$ cat config.mk
export PLATFORM = sky130hd
export DESIGN_NAME = stepped_waveform_generator_top_flat
export DESIGN_NICKNAME = d
export VERILOG_FILES = /design/src/rtl/swg_pkg.sv /design/src/rtl/swg_in_if.sv /design/src/rtl/swg_out_if.sv /design/src/rtl/swg_div.sv /design/src/rtl/swg_phase.sv /design/src/rtl/swg_code.sv /design/src/rtl/stepped_waveform_generator_top.sv /design/src/flat_wrapper.sv
export SDC_FILE = /design/constraint.sdc
export NUM_CORES = 1
export LEC_CHECK = 0
export BUFFER_PORTS_ARGS = -buffer_cell sky130_fd_sc_hd__buf_2
export CAP_MARGIN = 20
export CORE_MARGIN = 2
export CORE_UTILIZATION = 65
export DETAILED_ROUTE_END_ITERATION = 7
export PLACE_DENSITY = 0.85
export SYNTH_ARGS = -nofsm -noshare
export SYNTH_HDL_FRONTEND = slang
export SYNTH_HIERARCHICAL = 1
export SYNTH_SLANG_ARGS = --single-unit
$ cat constraint.sdc
create_clock -name clk -period 8.6 [get_ports clk]
set_clock_uncertainty 0.05 [all_clocks]
set_input_delay 1.72 -clock clk [delete_from_list [all_inputs] [get_ports clk]]
set_output_delay 1.72 -clock clk [all_outputs]
set_load 0.05 [all_outputs]
$ cat src/rtl/swg_pkg.sv
// Package for the stepped waveform generator: widths, register codes, wave modes
// and the structs passed into the front stage and from it to the code stage.
// No dependencies.
`timescale 1ns / 1ps
`default_nettype none

package swg_pkg;

    // Phase counter width and DAC code width.
    localparam int STEP_BITS = 8;
    localparam int DAC_BITS  = 12;
    localparam int WORD_BITS = 16;

    // Step counts run up to 2**STEP_BITS, so they need one extra bit.
    localparam int STEPS_W   = STEP_BITS + 1;
    localparam int CFG_W     = STEPS_W;
    localparam int PROD_W    = DAC_BITS + STEP_BITS;

    localparam logic [STEPS_W-1:0]   MAX_STEPS  = STEPS_W'(1 << STEP_BITS);
    localparam logic [DAC_BITS-1:0]  FULL_SCALE = DAC_BITS'(4095);
    localparam logic [WORD_BITS-1:0] CTRL_WORD  = WORD_BITS'(16'h3000);

    // Step counts after reset and the increments that belong to them.
    localparam logic [STEPS_W-1:0]  SAW_STEPS_RESET = STEPS_W'(16);
    localparam logic [STEPS_W-1:0]  TRI_STEPS_RESET = STEPS_W'(8);
    localparam logic [DAC_BITS-1:0] SAW_INC_RESET   = DAC_BITS'(4095 / 16);
    localparam logic [DAC_BITS-1:0] TRI_INC_RESET   = DAC_BITS'(4095 / 4);

    typedef enum logic [2:0] {
        MODE_OFF    = 3'd0,
        MODE_DC     = 3'd1,
        MODE_SQUARE = 3'd2,
        MODE_SAW    = 3'd3,
        MODE_TRI    = 3'd4
    } wave_mode_t;

    typedef enum logic [1:0] {
        REG_WAVE_MODE = 2'd0,
        REG_SAW_STEPS = 2'd1,
        REG_TRI_STEPS = 2'd2
    } cfg_reg_t;

    typedef enum logic {
        ACT_TICK    = 1'b0,
        ACT_RESTART = 1'b1
    } action_t;

    // Current configuration as seen by the front stage.
    typedef struct packed {
        logic [2:0]          mode;
        logic [STEPS_W-1:0]  saw_steps;
        logic [STEPS_W-1:0]  tri_steps;
        logic [DAC_BITS-1:0] saw_inc;
        logic [DAC_BITS-1:0] tri_inc;
        logic                busy;
    } swg_cfg_t;

    // One operation handed from the front stage to the code stage.
    typedef struct packed {
        logic                 restart;
        logic [2:0]           mode;
        logic [DAC_BITS-1:0]  level;
        logic                 parity;
        logic [DAC_BITS-1:0]  inc;
        logic [STEP_BITS-1:0] factor;
    } swg_op_t;

endpackage

`default_nettype wire

$ cat src/rtl/swg_in_if.sv
// Input channel of the stepped waveform generator: action and level with valid/ready.
// Depends on swg_pkg.
`timescale 1ns / 1ps
`default_nettype none

interface swg_in_if;
    logic                         valid;
    logic                         ready;
    logic                         action;
    logic [swg_pkg::DAC_BITS-1:0] level;

    modport source (output valid, output action, output level, input ready);
    modport sink   (input valid, input action, input level, output ready);
endinterface

`default_nettype wire

$ cat src/rtl/swg_out_if.sv
// Output channel of the stepped waveform generator: DAC code and serial word.
// Depends on swg_pkg.
`timescale 1ns / 1ps
`default_nettype none

interface swg_out_if;
    logic                          valid;
    logic                          ready;
    logic [swg_pkg::DAC_BITS-1:0]  dac_value;
    logic [swg_pkg::WORD_BITS-1:0] dac_word;

    modport source (output valid, output dac_value, output dac_word, input ready);
    modport sink   (input valid, input dac_value, input dac_word, output ready);
endinterface

`default_nettype wire

$ cat src/rtl/swg_div.sv
// Bit-serial restoring divider that forms the full-scale code divided by a step count.
// Depends on swg_pkg.
`timescale 1ns / 1ps
`default_nettype none

module swg_div (
    input  wire logic                            clk,
    input  wire logic                            rst_n,
    input  wire logic                            start,
    input  wire logic [swg_pkg::STEPS_W-1:0]     divisor,
    output logic                                 busy,
    output logic                                 done,
    output logic [swg_pkg::DAC_BITS-1:0]         quotient
);

    localparam int CNT_W = $clog2(swg_pkg::DAC_BITS + 1);

    logic [CNT_W-1:0]                cnt_reg, cnt_next;
    logic                            done_reg, done_next;
    logic [swg_pkg::STEPS_W-1:0]     rem_reg, rem_next;
    logic [swg_pkg::STEPS_W-1:0]     div_reg, div_next;
    logic [swg_pkg::DAC_BITS-1:0]    q_reg, q_next;
    logic [swg_pkg::STEPS_W:0]       rem_sh;
    logic [swg_pkg::STEPS_W:0]       diff;
    logic                            fits;

    // The dividend is shifted out of the top of q_reg while quotient bits enter below.
    assign rem_sh = {rem_reg, q_reg[swg_pkg::DAC_BITS-1]};
    assign diff   = rem_sh - {1'b0, div_reg};
    assign fits   = rem_sh >= {1'b0, div_reg};

    always_comb
    begin
        cnt_next  = cnt_reg;
        done_next = 1'b0;
        rem_next  = rem_reg;
        div_next  = div_reg;
        q_next    = q_reg;
        if (start)
        begin
            cnt_next = CNT_W'(swg_pkg::DAC_BITS);
            rem_next = '0;
            div_next = divisor;
            q_next   = swg_pkg::FULL_SCALE;
        end
        else if (cnt_reg != '0)
        begin
            cnt_next  = cnt_reg - CNT_W'(1);
            done_next = (cnt_reg == CNT_W'(1));
            rem_next  = fits ? diff[swg_pkg::STEPS_W-1:0] : rem_sh[swg_pkg::STEPS_W-1:0];
            q_next    = {q_reg[swg_pkg::DAC_BITS-2:0], fits};
        end
    end

    always_ff @(posedge clk or negedge rst_n)
    begin
        if (!rst_n)
        begin
            cnt_reg  <= '0;
            done_reg <= 1'b0;
        end
        else
        begin
            cnt_reg  <= cnt_next;
            done_reg <= done_next;
        end
    end

    always_ff @(posedge clk)
    begin
        rem_reg <= rem_next;
        div_reg <= div_next;
        q_reg   <= q_next;
    end

    assign busy     = (cnt_reg != '0) || done_reg;
    assign done     = done_reg;
    assign quotient = q_reg;

endmodule

`default_nettype wire

$ cat src/rtl/swg_phase.sv
// Front stage: tick parity and phase counters, operand selection for the code stage.
// Depends on swg_pkg and swg_in_if.
`timescale 1ns / 1ps
`default_nettype none

module swg_phase (
    input  wire logic                clk,
    input  wire logic                rst_n,
    swg_in_if.sink                   wave_in,
    input  wire swg_pkg::swg_cfg_t   cfg,
    input  wire logic                op_take,
    output logic                     op_valid,
    output swg_pkg::swg_op_t         op
);

    logic                            parity_reg, parity_next;
    logic [swg_pkg::STEP_BITS-1:0]   saw_phase_reg, saw_phase_next;
    logic [swg_pkg::STEP_BITS-1:0]   tri_phase_reg, tri_phase_next;
    logic                            op_valid_reg, op_valid_next;
    swg_pkg::swg_op_t                op_reg, op_next;

    logic                            accept;
    logic [swg_pkg::STEP_BITS-1:0]   sp, tp, half, tri_fac;
    logic [swg_pkg::STEPS_W-1:0]     sp_inc, tp_inc;

    assign wave_in.ready = !cfg.busy && (!op_valid_reg || op_take);
    assign accept        = wave_in.valid && wave_in.ready;

    // A phase left at or above a shrunken step count counts as zero.
    assign sp     = ({1'b0, saw_phase_reg} < cfg.saw_steps) ? saw_phase_reg : '0;
    assign tp     = ({1'b0, tri_phase_reg} < cfg.tri_steps) ? tri_phase_reg : '0;
    assign half   = cfg.tri_steps[swg_pkg::STEPS_W-1:1];
    assign sp_inc = {1'b0, sp} + swg_pkg::STEPS_W'(1);
    assign tp_inc = {1'b0, tp} + swg_pkg::STEPS_W'(1);

    // On the falling half the factor is half - (tp - half), which is tri_steps - tp.
    assign tri_fac = (tp < half) ? tp
                                 : swg_pkg::STEP_BITS'(cfg.tri_steps - {1'b0, tp});

    always_comb
    begin
        parity_next    = parity_reg;
        saw_phase_next = saw_phase_reg;
        tri_phase_next = tri_phase_reg;
        op_next        = op_reg;
        op_valid_next  = op_valid_reg;

        if (op_take)
        begin
            op_valid_next = 1'b0;
        end

        if (accept)
        begin
            op_valid_next  = 1'b1;
            op_next.restart = (wave_in.action == swg_pkg::ACT_RESTART);
            op_next.mode    = cfg.mode;
            op_next.level   = wave_in.level;
            op_next.parity  = parity_reg;
            if (cfg.mode == swg_pkg::MODE_SAW)
            begin
                op_next.inc    = cfg.saw_inc;
                op_next.factor = sp;
            end
            else
            begin
                op_next.inc    = cfg.tri_inc;
                op_next.factor = tri_fac;
            end

            if (wave_in.action == swg_pkg::ACT_RESTART)
            begin
                parity_next    = 1'b0;
                saw_phase_next = '0;
                tri_phase_next = '0;
            end
            else
            begin
                parity_next    = !parity_reg;
                saw_phase_next = (sp_inc >= cfg.saw_steps) ? '0
                                 : sp_inc[swg_pkg::STEP_BITS-1:0];
                tri_phase_next = (tp_inc >= cfg.tri_steps) ? '0
                                 : tp_inc[swg_pkg::STEP_BITS-1:0];
            end
        end
    end

    always_ff @(posedge clk or negedge rst_n)
    begin
        if (!rst_n)
        begin
            parity_reg    <= 1'b0;
            saw_phase_reg <= '0;
            tri_phase_reg <= '0;
            op_valid_reg  <= 1'b0;
        end
        else
        begin
            parity_reg    <= parity_next;
            saw_phase_reg <= saw_phase_next;
            tri_phase_reg <= tri_phase_next;
            op_valid_reg  <= op_valid_next;
        end
    end

    always_ff @(posedge clk)
    begin
        op_reg <= op_next;
    end

    assign op_valid = op_valid_reg;
    assign op       = op_reg;

    // A restart leaves every counter at zero.
    assert property (@(posedge clk) disable iff (!rst_n)
        accept && (wave_in.action == swg_pkg::ACT_RESTART)
        |=> (saw_phase_reg == '0) && (tri_phase_reg == '0) && !parity_reg)
        else $error("counters not cleared by restart");

    // Every tick flips the parity that square mode uses.
    assert property (@(posedge clk) disable iff (!rst_n)
        accept && (wave_in.action == swg_pkg::ACT_TICK)
        |=> parity_reg != $past(parity_reg))
        else $error("tick parity did not toggle");

endmodule

`default_nettype wire

$ cat src/rtl/swg_code.sv
// Code stage: multiplies increment by phase factor, picks the mode result and
// holds it in the output register. Depends on swg_pkg and swg_out_if.
`timescale 1ns / 1ps
`default_nettype none

module swg_code (
    input  wire logic                clk,
    input  wire logic                rst_n,
    input  wire logic                op_valid,
    input  wire swg_pkg::swg_op_t    op,
    output logic                     op_take,
    swg_out_if.source                wave_out
);

    logic                            valid_reg, valid_next;
    logic [swg_pkg::DAC_BITS-1:0]    value_reg, value_next;
    logic [swg_pkg::DAC_BITS-1:0]    code;
    logic [swg_pkg::PROD_W-1:0]      prod;

    assign op_take = op_valid && (!valid_reg || wave_out.ready);
    assign prod    = op.inc * op.factor;

    always_comb
    begin
        code = '0;
        if (!op.restart)
        begin
            case (op.mode)
                swg_pkg::MODE_DC:     code = op.level;
                swg_pkg::MODE_SQUARE: code = op.parity ? op.level : '0;
                swg_pkg::MODE_SAW:    code = prod[swg_pkg::DAC_BITS-1:0];
                swg_pkg::MODE_TRI:    code = prod[swg_pkg::DAC_BITS-1:0];
                default:              code = '0;
            endcase
        end
    end

    always_comb
    begin
        valid_next = valid_reg;
        value_next = value_reg;
        if (wave_out.ready)
        begin
            valid_next = 1'b0;
        end
        if (op_take)
        begin
            valid_next = 1'b1;
            value_next = code;
        end
    end

    always_ff @(posedge clk or negedge rst_n)
    begin
        if (!rst_n)
        begin
            valid_reg <= 1'b0;
        end
        else
        begin
            valid_reg <= valid_next;
        end
    end

    always_ff @(posedge clk)
    begin
        value_reg <= value_next;
    end

    assign wave_out.valid     = valid_reg;
    assign wave_out.dac_value = value_reg;
    assign wave_out.dac_word  = swg_pkg::WORD_BITS'(value_reg) | swg_pkg::CTRL_WORD;

    // A restart always comes out as the zero code with the control bits.
    assert property (@(posedge clk) disable iff (!rst_n)
        op_take && op.restart
        |=> (wave_out.dac_value == '0) && (wave_out.dac_word == swg_pkg::CTRL_WORD))
        else $error("restart did not produce the zero code");

endmodule

`default_nettype wire

$ cat src/rtl/stepped_waveform_generator_top.sv
// Top level of the stepped waveform generator: configuration registers, the two
// increment dividers, the front stage and the code stage.
// Depends on swg_pkg, swg_in_if, swg_out_if, swg_div, swg_phase and swg_code.
`timescale 1ns / 1ps
`default_nettype none

// Channel   | Direction | Payload                         | Handshake
// ----------+-----------+---------------------------------+------------------------
// wave_in   | sink      | action (1), level (12)          | valid/ready
// wave_out  | source    | dac_value (12), dac_word (16)   | valid/ready
// config    | write     | cfg_index (2), cfg_data (9)     | cfg_we, no back-pressure
//
// Each transaction on wave_in yields exactly one transaction on wave_out, and a
// new transaction is taken in every cycle while the output side is not stalled
// and no division is running; the path is one register for phase and operand
// selection, then one 12 x 8 multiply feeding the output register.
// Writing a step count starts a bit-serial division of the full-scale code by the
// step count (or half of it for the triangle); wave_in is held off until it finishes.
// Reset is asynchronous and active low; it restores wave_mode 4, saw_steps 16,
// tri_steps 8 and clears all counters. A stalled wave_out keeps its result while
// the front stage still takes one more transaction.

module stepped_waveform_generator_top (
    input  wire logic                            clk,
    input  wire logic                            rst_n,
    swg_in_if.sink                               wave_in,
    swg_out_if.source                            wave_out,
    input  wire logic                            cfg_we,
    input  wire logic [1:0]                      cfg_index,
    input  wire logic [swg_pkg::CFG_W-1:0]       cfg_data
);

    logic [2:0]                      mode_reg, mode_next;
    logic [swg_pkg::STEPS_W-1:0]     saw_steps_reg, saw_steps_next;
    logic [swg_pkg::STEPS_W-1:0]     tri_steps_reg, tri_steps_next;
    logic [swg_pkg::DAC_BITS-1:0]    saw_inc_reg, saw_inc_next;
    logic [swg_pkg::DAC_BITS-1:0]    tri_inc_reg, tri_inc_next;

    logic [swg_pkg::STEPS_W-1:0]     saw_clamped;
    logic [swg_pkg::STEPS_W-1:0]     tri_even;
    logic [swg_pkg::STEPS_W-1:0]     tri_clamped;
    logic [swg_pkg::STEPS_W-1:0]     tri_half;

    logic                            saw_start, tri_start;
    logic                            saw_busy, tri_busy;
    logic                            saw_done, tri_done;
    logic [swg_pkg::DAC_BITS-1:0]    saw_quot, tri_quot;

    swg_pkg::swg_cfg_t               cfg;
    swg_pkg::swg_op_t                op;
    logic                            op_valid;
    logic                            op_take;

    // Out-of-range step counts are pulled into range; the triangle count is
    // rounded down to an even number first.
    always_comb
    begin
        if (cfg_data == '0)
        begin
            saw_clamped = swg_pkg::STEPS_W'(1);
        end
        else if (cfg_data > swg_pkg::MAX_STEPS)
        begin
            saw_clamped = swg_pkg::MAX_STEPS;
        end
        else
        begin
            saw_clamped = cfg_data;
        end

        tri_even = {cfg_data[swg_pkg::CFG_W-1:1], 1'b0};
        if (tri_even < swg_pkg::STEPS_W'(2))
        begin
            tri_clamped = swg_pkg::STEPS_W'(2);
        end
        else if (tri_even > swg_pkg::MAX_STEPS)
        begin
            tri_clamped = swg_pkg::MAX_STEPS;
        end
        else
        begin
            tri_clamped = tri_even;
        end
        tri_half = {1'b0, tri_clamped[swg_pkg::STEPS_W-1:1]};
    end

    always_comb
    begin
        mode_next      = mode_reg;
        saw_steps_next = saw_steps_reg;
        tri_steps_next = tri_steps_reg;
        saw_start      = 1'b0;
        tri_start      = 1'b0;
        if (cfg_we)
        begin
            case (cfg_index)
                swg_pkg::REG_WAVE_MODE:
                begin
                    mode_next = cfg_data[2:0];
                end
                swg_pkg::REG_SAW_STEPS:
                begin
                    saw_steps_next = saw_clamped;
                    saw_start      = 1'b1;
                end
                swg_pkg::REG_TRI_STEPS:
                begin
                    tri_steps_next = tri_clamped;
                    tri_start      = 1'b1;
                end
                default:
                begin
                    mode_next = mode_reg;
                end
            endcase
        end

        saw_inc_next = saw_done ? saw_quot : saw_inc_reg;
        tri_inc_next = tri_done ? tri_quot : tri_inc_reg;
    end

    always_ff @(posedge clk or negedge rst_n)
    begin
        if (!rst_n)
        begin
            mode_reg      <= swg_pkg::MODE_TRI;
            saw_steps_reg <= swg_pkg::SAW_STEPS_RESET;
            tri_steps_reg <= swg_pkg::TRI_STEPS_RESET;
            saw_inc_reg   <= swg_pkg::SAW_INC_RESET;
            tri_inc_reg   <= swg_pkg::TRI_INC_RESET;
        end
        else
        begin
            mode_reg      <= mode_next;
            saw_steps_reg <= saw_steps_next;
            tri_steps_reg <= tri_steps_next;
            saw_inc_reg   <= saw_inc_next;
            tri_inc_reg   <= tri_inc_next;
        end
    end

    // Sawtooth increment: full scale over the step count.
    swg_div u_saw_div (
        .clk      (clk),
        .rst_n    (rst_n),
        .start    (saw_start),
        .divisor  (saw_clamped),
        .busy     (saw_busy),
        .done     (saw_done),
        .quotient (saw_quot)
    );

    // Triangle increment: full scale over half the period.
    swg_div u_tri_div (
        .clk      (clk),
        .rst_n    (rst_n),
        .start    (tri_start),
        .divisor  (tri_half),
        .busy     (tri_busy),
        .done     (tri_done),
        .quotient (tri_quot)
    );

    assign cfg.mode      = mode_reg;
    assign cfg.saw_steps = saw_steps_reg;
    assign cfg.tri_steps = tri_steps_reg;
    assign cfg.saw_inc   = saw_inc_reg;
    assign cfg.tri_inc   = tri_inc_reg;
    assign cfg.busy      = saw_busy || tri_busy;

    swg_phase u_phase (
        .clk      (clk),
        .rst_n    (rst_n),
        .wave_in  (wave_in),
        .cfg      (cfg),
        .op_take  (op_take),
        .op_valid (op_valid),
        .op       (op)
    );

    swg_code u_code (
        .clk      (clk),
        .rst_n    (rst_n),
        .op_valid (op_valid),
        .op       (op),
        .op_take  (op_take),
        .wave_out (wave_out)
    );

    // No transaction may enter while an increment is still being computed.
    assert property (@(posedge clk) disable iff (!rst_n)
        (saw_busy || tri_busy) |-> !(wave_in.valid && wave_in.ready))
        else $error("input taken while an increment was being divided");

    // A step count write always launches its divider.
    assert property (@(posedge clk) disable iff (!rst_n)
        cfg_we && ((cfg_index == swg_pkg::REG_SAW_STEPS) || (cfg_index == swg_pkg::REG_TRI_STEPS))
        |=> (saw_busy || tri_busy))
        else $error("step count write did not start a division");

endmodule

`default_nettype wire

$ cat src/flat_wrapper.sv
// flat-port wrapper written by rule: the top's interface ports become plain ports
module stepped_waveform_generator_top_flat 
  (clk, rst_n, cfg_we, cfg_index, cfg_data, wave_in_valid, wave_in_action, wave_in_level, wave_in_ready, wave_out_valid, wave_out_dac_value, wave_out_dac_word, wave_out_ready);
  swg_in_if wave_in_i ();
  swg_out_if wave_out_i ();
  input  wire logic clk;
  input  wire logic rst_n;
  input  wire logic cfg_we;
  input  wire logic [1:0] cfg_index;
  input  wire logic [swg_pkg::CFG_W-1:0] cfg_data;
  input wire logic [$bits(wave_in_i.valid)-1:0] wave_in_valid;
  input wire logic [$bits(wave_in_i.action)-1:0] wave_in_action;
  input wire logic [$bits(wave_in_i.level)-1:0] wave_in_level;
  output wire logic [$bits(wave_in_i.ready)-1:0] wave_in_ready;
  output wire logic [$bits(wave_out_i.valid)-1:0] wave_out_valid;
  output wire logic [$bits(wave_out_i.dac_value)-1:0] wave_out_dac_value;
  output wire logic [$bits(wave_out_i.dac_word)-1:0] wave_out_dac_word;
  input wire logic [$bits(wave_out_i.ready)-1:0] wave_out_ready;
  assign wave_in_i.valid = wave_in_valid;
  assign wave_in_i.action = wave_in_action;
  assign wave_in_i.level = wave_in_level;
  assign wave_in_ready = wave_in_i.ready;
  assign wave_out_valid = wave_out_i.valid;
  assign wave_out_dac_value = wave_out_i.dac_value;
  assign wave_out_dac_word = wave_out_i.dac_word;
  assign wave_out_i.ready = wave_out_ready;
  stepped_waveform_generator_top u_core (.clk(clk), .rst_n(rst_n), .wave_in(wave_in_i), .wave_out(wave_out_i), .cfg_we(cfg_we), .cfg_index(cfg_index), .cfg_data(cfg_data));
endmodule
==> reports/results.txt <==
post-synthesis cell count: 1,217
CP Launch Type: input port
Main synth FF type: edfxtp_1
Pwr Density: 263.4 nW/um^2
ant diodes: 0
Post-CTS Resized: 0
hpwl dp: 17,910 microns
FILL cells: 1,265
VDD IR max: 0.1975 mV
fraction of layout cells with a size suffix above 1: 15.33%
gr usage total: 26.66%
most frequent cells in the layout: nand2_1 (177), inv_1 (122), ha_1 (89)
met2 wire length: 12,760 microns
EDFF count, synth: 67
number of hold buffers added after CTS: 0
Final Slew Violations: 0
max-cap viol count: 0
clk root buf: clkbuf_16
Hold Path Origin: u_core/saw_steps_reg[4]
Period minus WS final: 4839 ps
length of the first detailed-routing pass in iterations: 8
commonest non-fill, non-tap cell in the layout: nand2_1
H-tree depth reported by CTS: 4
Routed wire per std cell: 16.94 microns
DR DRC count: 0
Top-Level Pins: 59
Slew @ Worst Pin: 1053 ps
Clock transition at path regs: 60 ps
die area: 19,530 sq um
R2R depth: 20
IO Port Bufs: 54
Setup-failing EPs final: 0
Final TNS setup: 0 ps
final core utilization: 71.53%
Netlist cell types: 90
Hold Path End: u_core/saw_steps_reg[4]
final hold viol count: 0
sequential area share after synthesis: 39.28%
Syn Area/Cell: 9.844 sq um
Mapped Area: 11,980 sq um
Hold Path Depth: 2
Post-Route WL: 25,210 microns
area delta synth->final: 7.624%
Lkg Pwr: 5.921 nW
TritonCTS sink count: 182
WP data required: 6830 ps
gr ovfl total: 0
TritonCTS clock tree: yes
starting density of the core: 66.47%
Crit Path Max Fanout: 13
RePlAce Congestion: 0.8927
max_slew headroom: 29.81%
# Post-CTS Setup Buffers: 0
R2R Setup Slk: 3780 ps
max reg flops: 37
std cell rows: 49
final cycle utilization of the critical path: 56.27%
min-delay worst type: reg -> reg
crit path DAT: 3070 ps
Die Y-Extent: 139.8 microns
Starting DRT DRC Count: 634
RSZ-0062 raised after global routing: no
met3 wire len: 1173 microns
vias per cell: 5.958
initial antenna violation count: 0
number of synthesis warnings: 6
ANT nets after route: 0
first-pass GRT wire length: 42,530 microns
worst skew pair latency: 430 ps
Max Root-Sink Buffers: 2
register bit total from synthesis: 182
TritonCTS Buffers: 17
routed via count: 8,865
asr flop ratio synth: 40.11%
Die W: 139.8 microns
met1 WL: 10,600 microns
Fmax: 0.2066 GHz
reg-to-reg critical path startpoint: u_core/saw_steps_reg[4]
status: finished clean
reg2reg end: u_core/u_phase/saw_phase_reg[7]
uppermost routed layer: met4
WS Path Type: in -> out
Final nets: 1,403
largest net degree at the start of global routing: 74
vias in the first global route: 9,009
Setup crit end kind: primary output
core box area: 18,020 sq um
-- metal layers --
layer / vias up / GRT usage, %
met2: 265 / 45.52
met3: 65 / 4.611
li1: 4202 / -
met4: 0 / 10.00
met5: - / 0
met1: 4333 / 34.16
-- power breakdown --
part | switching [W] | internal (W) | leakage (nW) | total, W
Combinational | 0.000704 | 0.000567 | 3.80 | 0.00127
Clock | 0.000341 | 0.000459 | 0.288 | 0.000800
Sequential | 0.000166 | 0.00116 | 1.83 | 0.00133
-- worst max-delay path by stage --
stage,start,to,cells after the start,slack (ps)
floorplan,wave_out_ready,wave_in_ready,4,4000
global placement,wave_out_ready,u_core/u_phase/saw_phase_reg[4],11,3850
detailed placement,wave_out_ready,u_core/u_phase/saw_phase_reg[5],11,3640
CTS,wave_out_ready,wave_in_ready,6,3760
global route,u_core/saw_steps_reg[4],u_core/u_phase/saw_phase_reg[6],20,3340
finish,wave_out_ready,wave_in_ready,6,3760
-- synth_stat cells, types with 6 or more instances --
library cell  count  area [sq um]
nand2_1         177         664.4
inv_1           122         457.9
ha_1             89          1114
nor2_1           73         274.0
edfxtp_1         67          2012
dfrtp_1          52          1301
and2_1           49         306.5
dfxtp_1          42         840.8
a21oi_1          41         205.2
fa_1             39         780.8
mux2_2           32         360.4
o21ai_0          29         145.1
xnor2_1          29         254.0
clkbuf_1         24         90.09
nand2b_1         22         137.6
a21o_1           21         157.7
dfstp_2          21         551.8
nand3_1          21         105.1
buf_4            19         142.6
o21ai_1          19         95.09
xor2_1           17         148.9
nand3b_1         14         105.1
nor2b_1          11         68.82
a22oi_1           9         67.56
and3_1            9         56.30
o22ai_1           9         56.30
a211oi_1          8         60.06
a211oi_2          7         87.58
nor3_1            7         35.03
o211ai_1          7         52.55
mux2i_1           6         60.06
nor4_1            6         37.54
-- through the flow --
stage | power, W | hold slack [ps] | setup WS, ps | instances | cell area, sq um
floorplan | 0.002312 | 392.6 | 4002 | 1222 | 12000
global placement | 0.002525 | 403.5 | 3848 | 1456 | 12290
detailed placement | 0.002583 | 414.2 | 3640 | 1456 | 12290
CTS | 0.003396 | 428.6 | 3758 | 1488 | 12890
global route | 0.003603 | 447.6 | 3343 | 1488 | 12890
finish | 0.003397 | 427.2 | 3761 | 1488 | 12890
-- critical path, stage by stage --
cell and delay [ps]:
buf_2 70, nand2b_1 100, and2_1 510, nand2b_1 210, and2_1 180, buf_2 280
-- cell families after synthesis --
group | Yosys count | synth area share [%]
xor gates and xnor gates | 47 | 3.551
buffers and inverters | 176 | 6.350
other | 3 | 0.09399
and+or+nand+nor | 427 | 17.91
AOI/OAI and AO/OA | 214 | 13.31
adders and majority gates | 129 | 15.91
DFF | 182 | 39.28
muxes | 39 | 3.603
-- final cells by class --
cell class	count	area, sq um	share of cell area (%)
clock buffer	17	425.4	3.299
clock inverter	15	173.9	1.349
inverter	123	461.7	3.581
multi-input combinational	864	6538	50.70
sequential	182	4706	36.50
tap	229	286.5	2.222
timing repair buffer	58	302.8	2.348
Power figures use the tool's default switching activity.
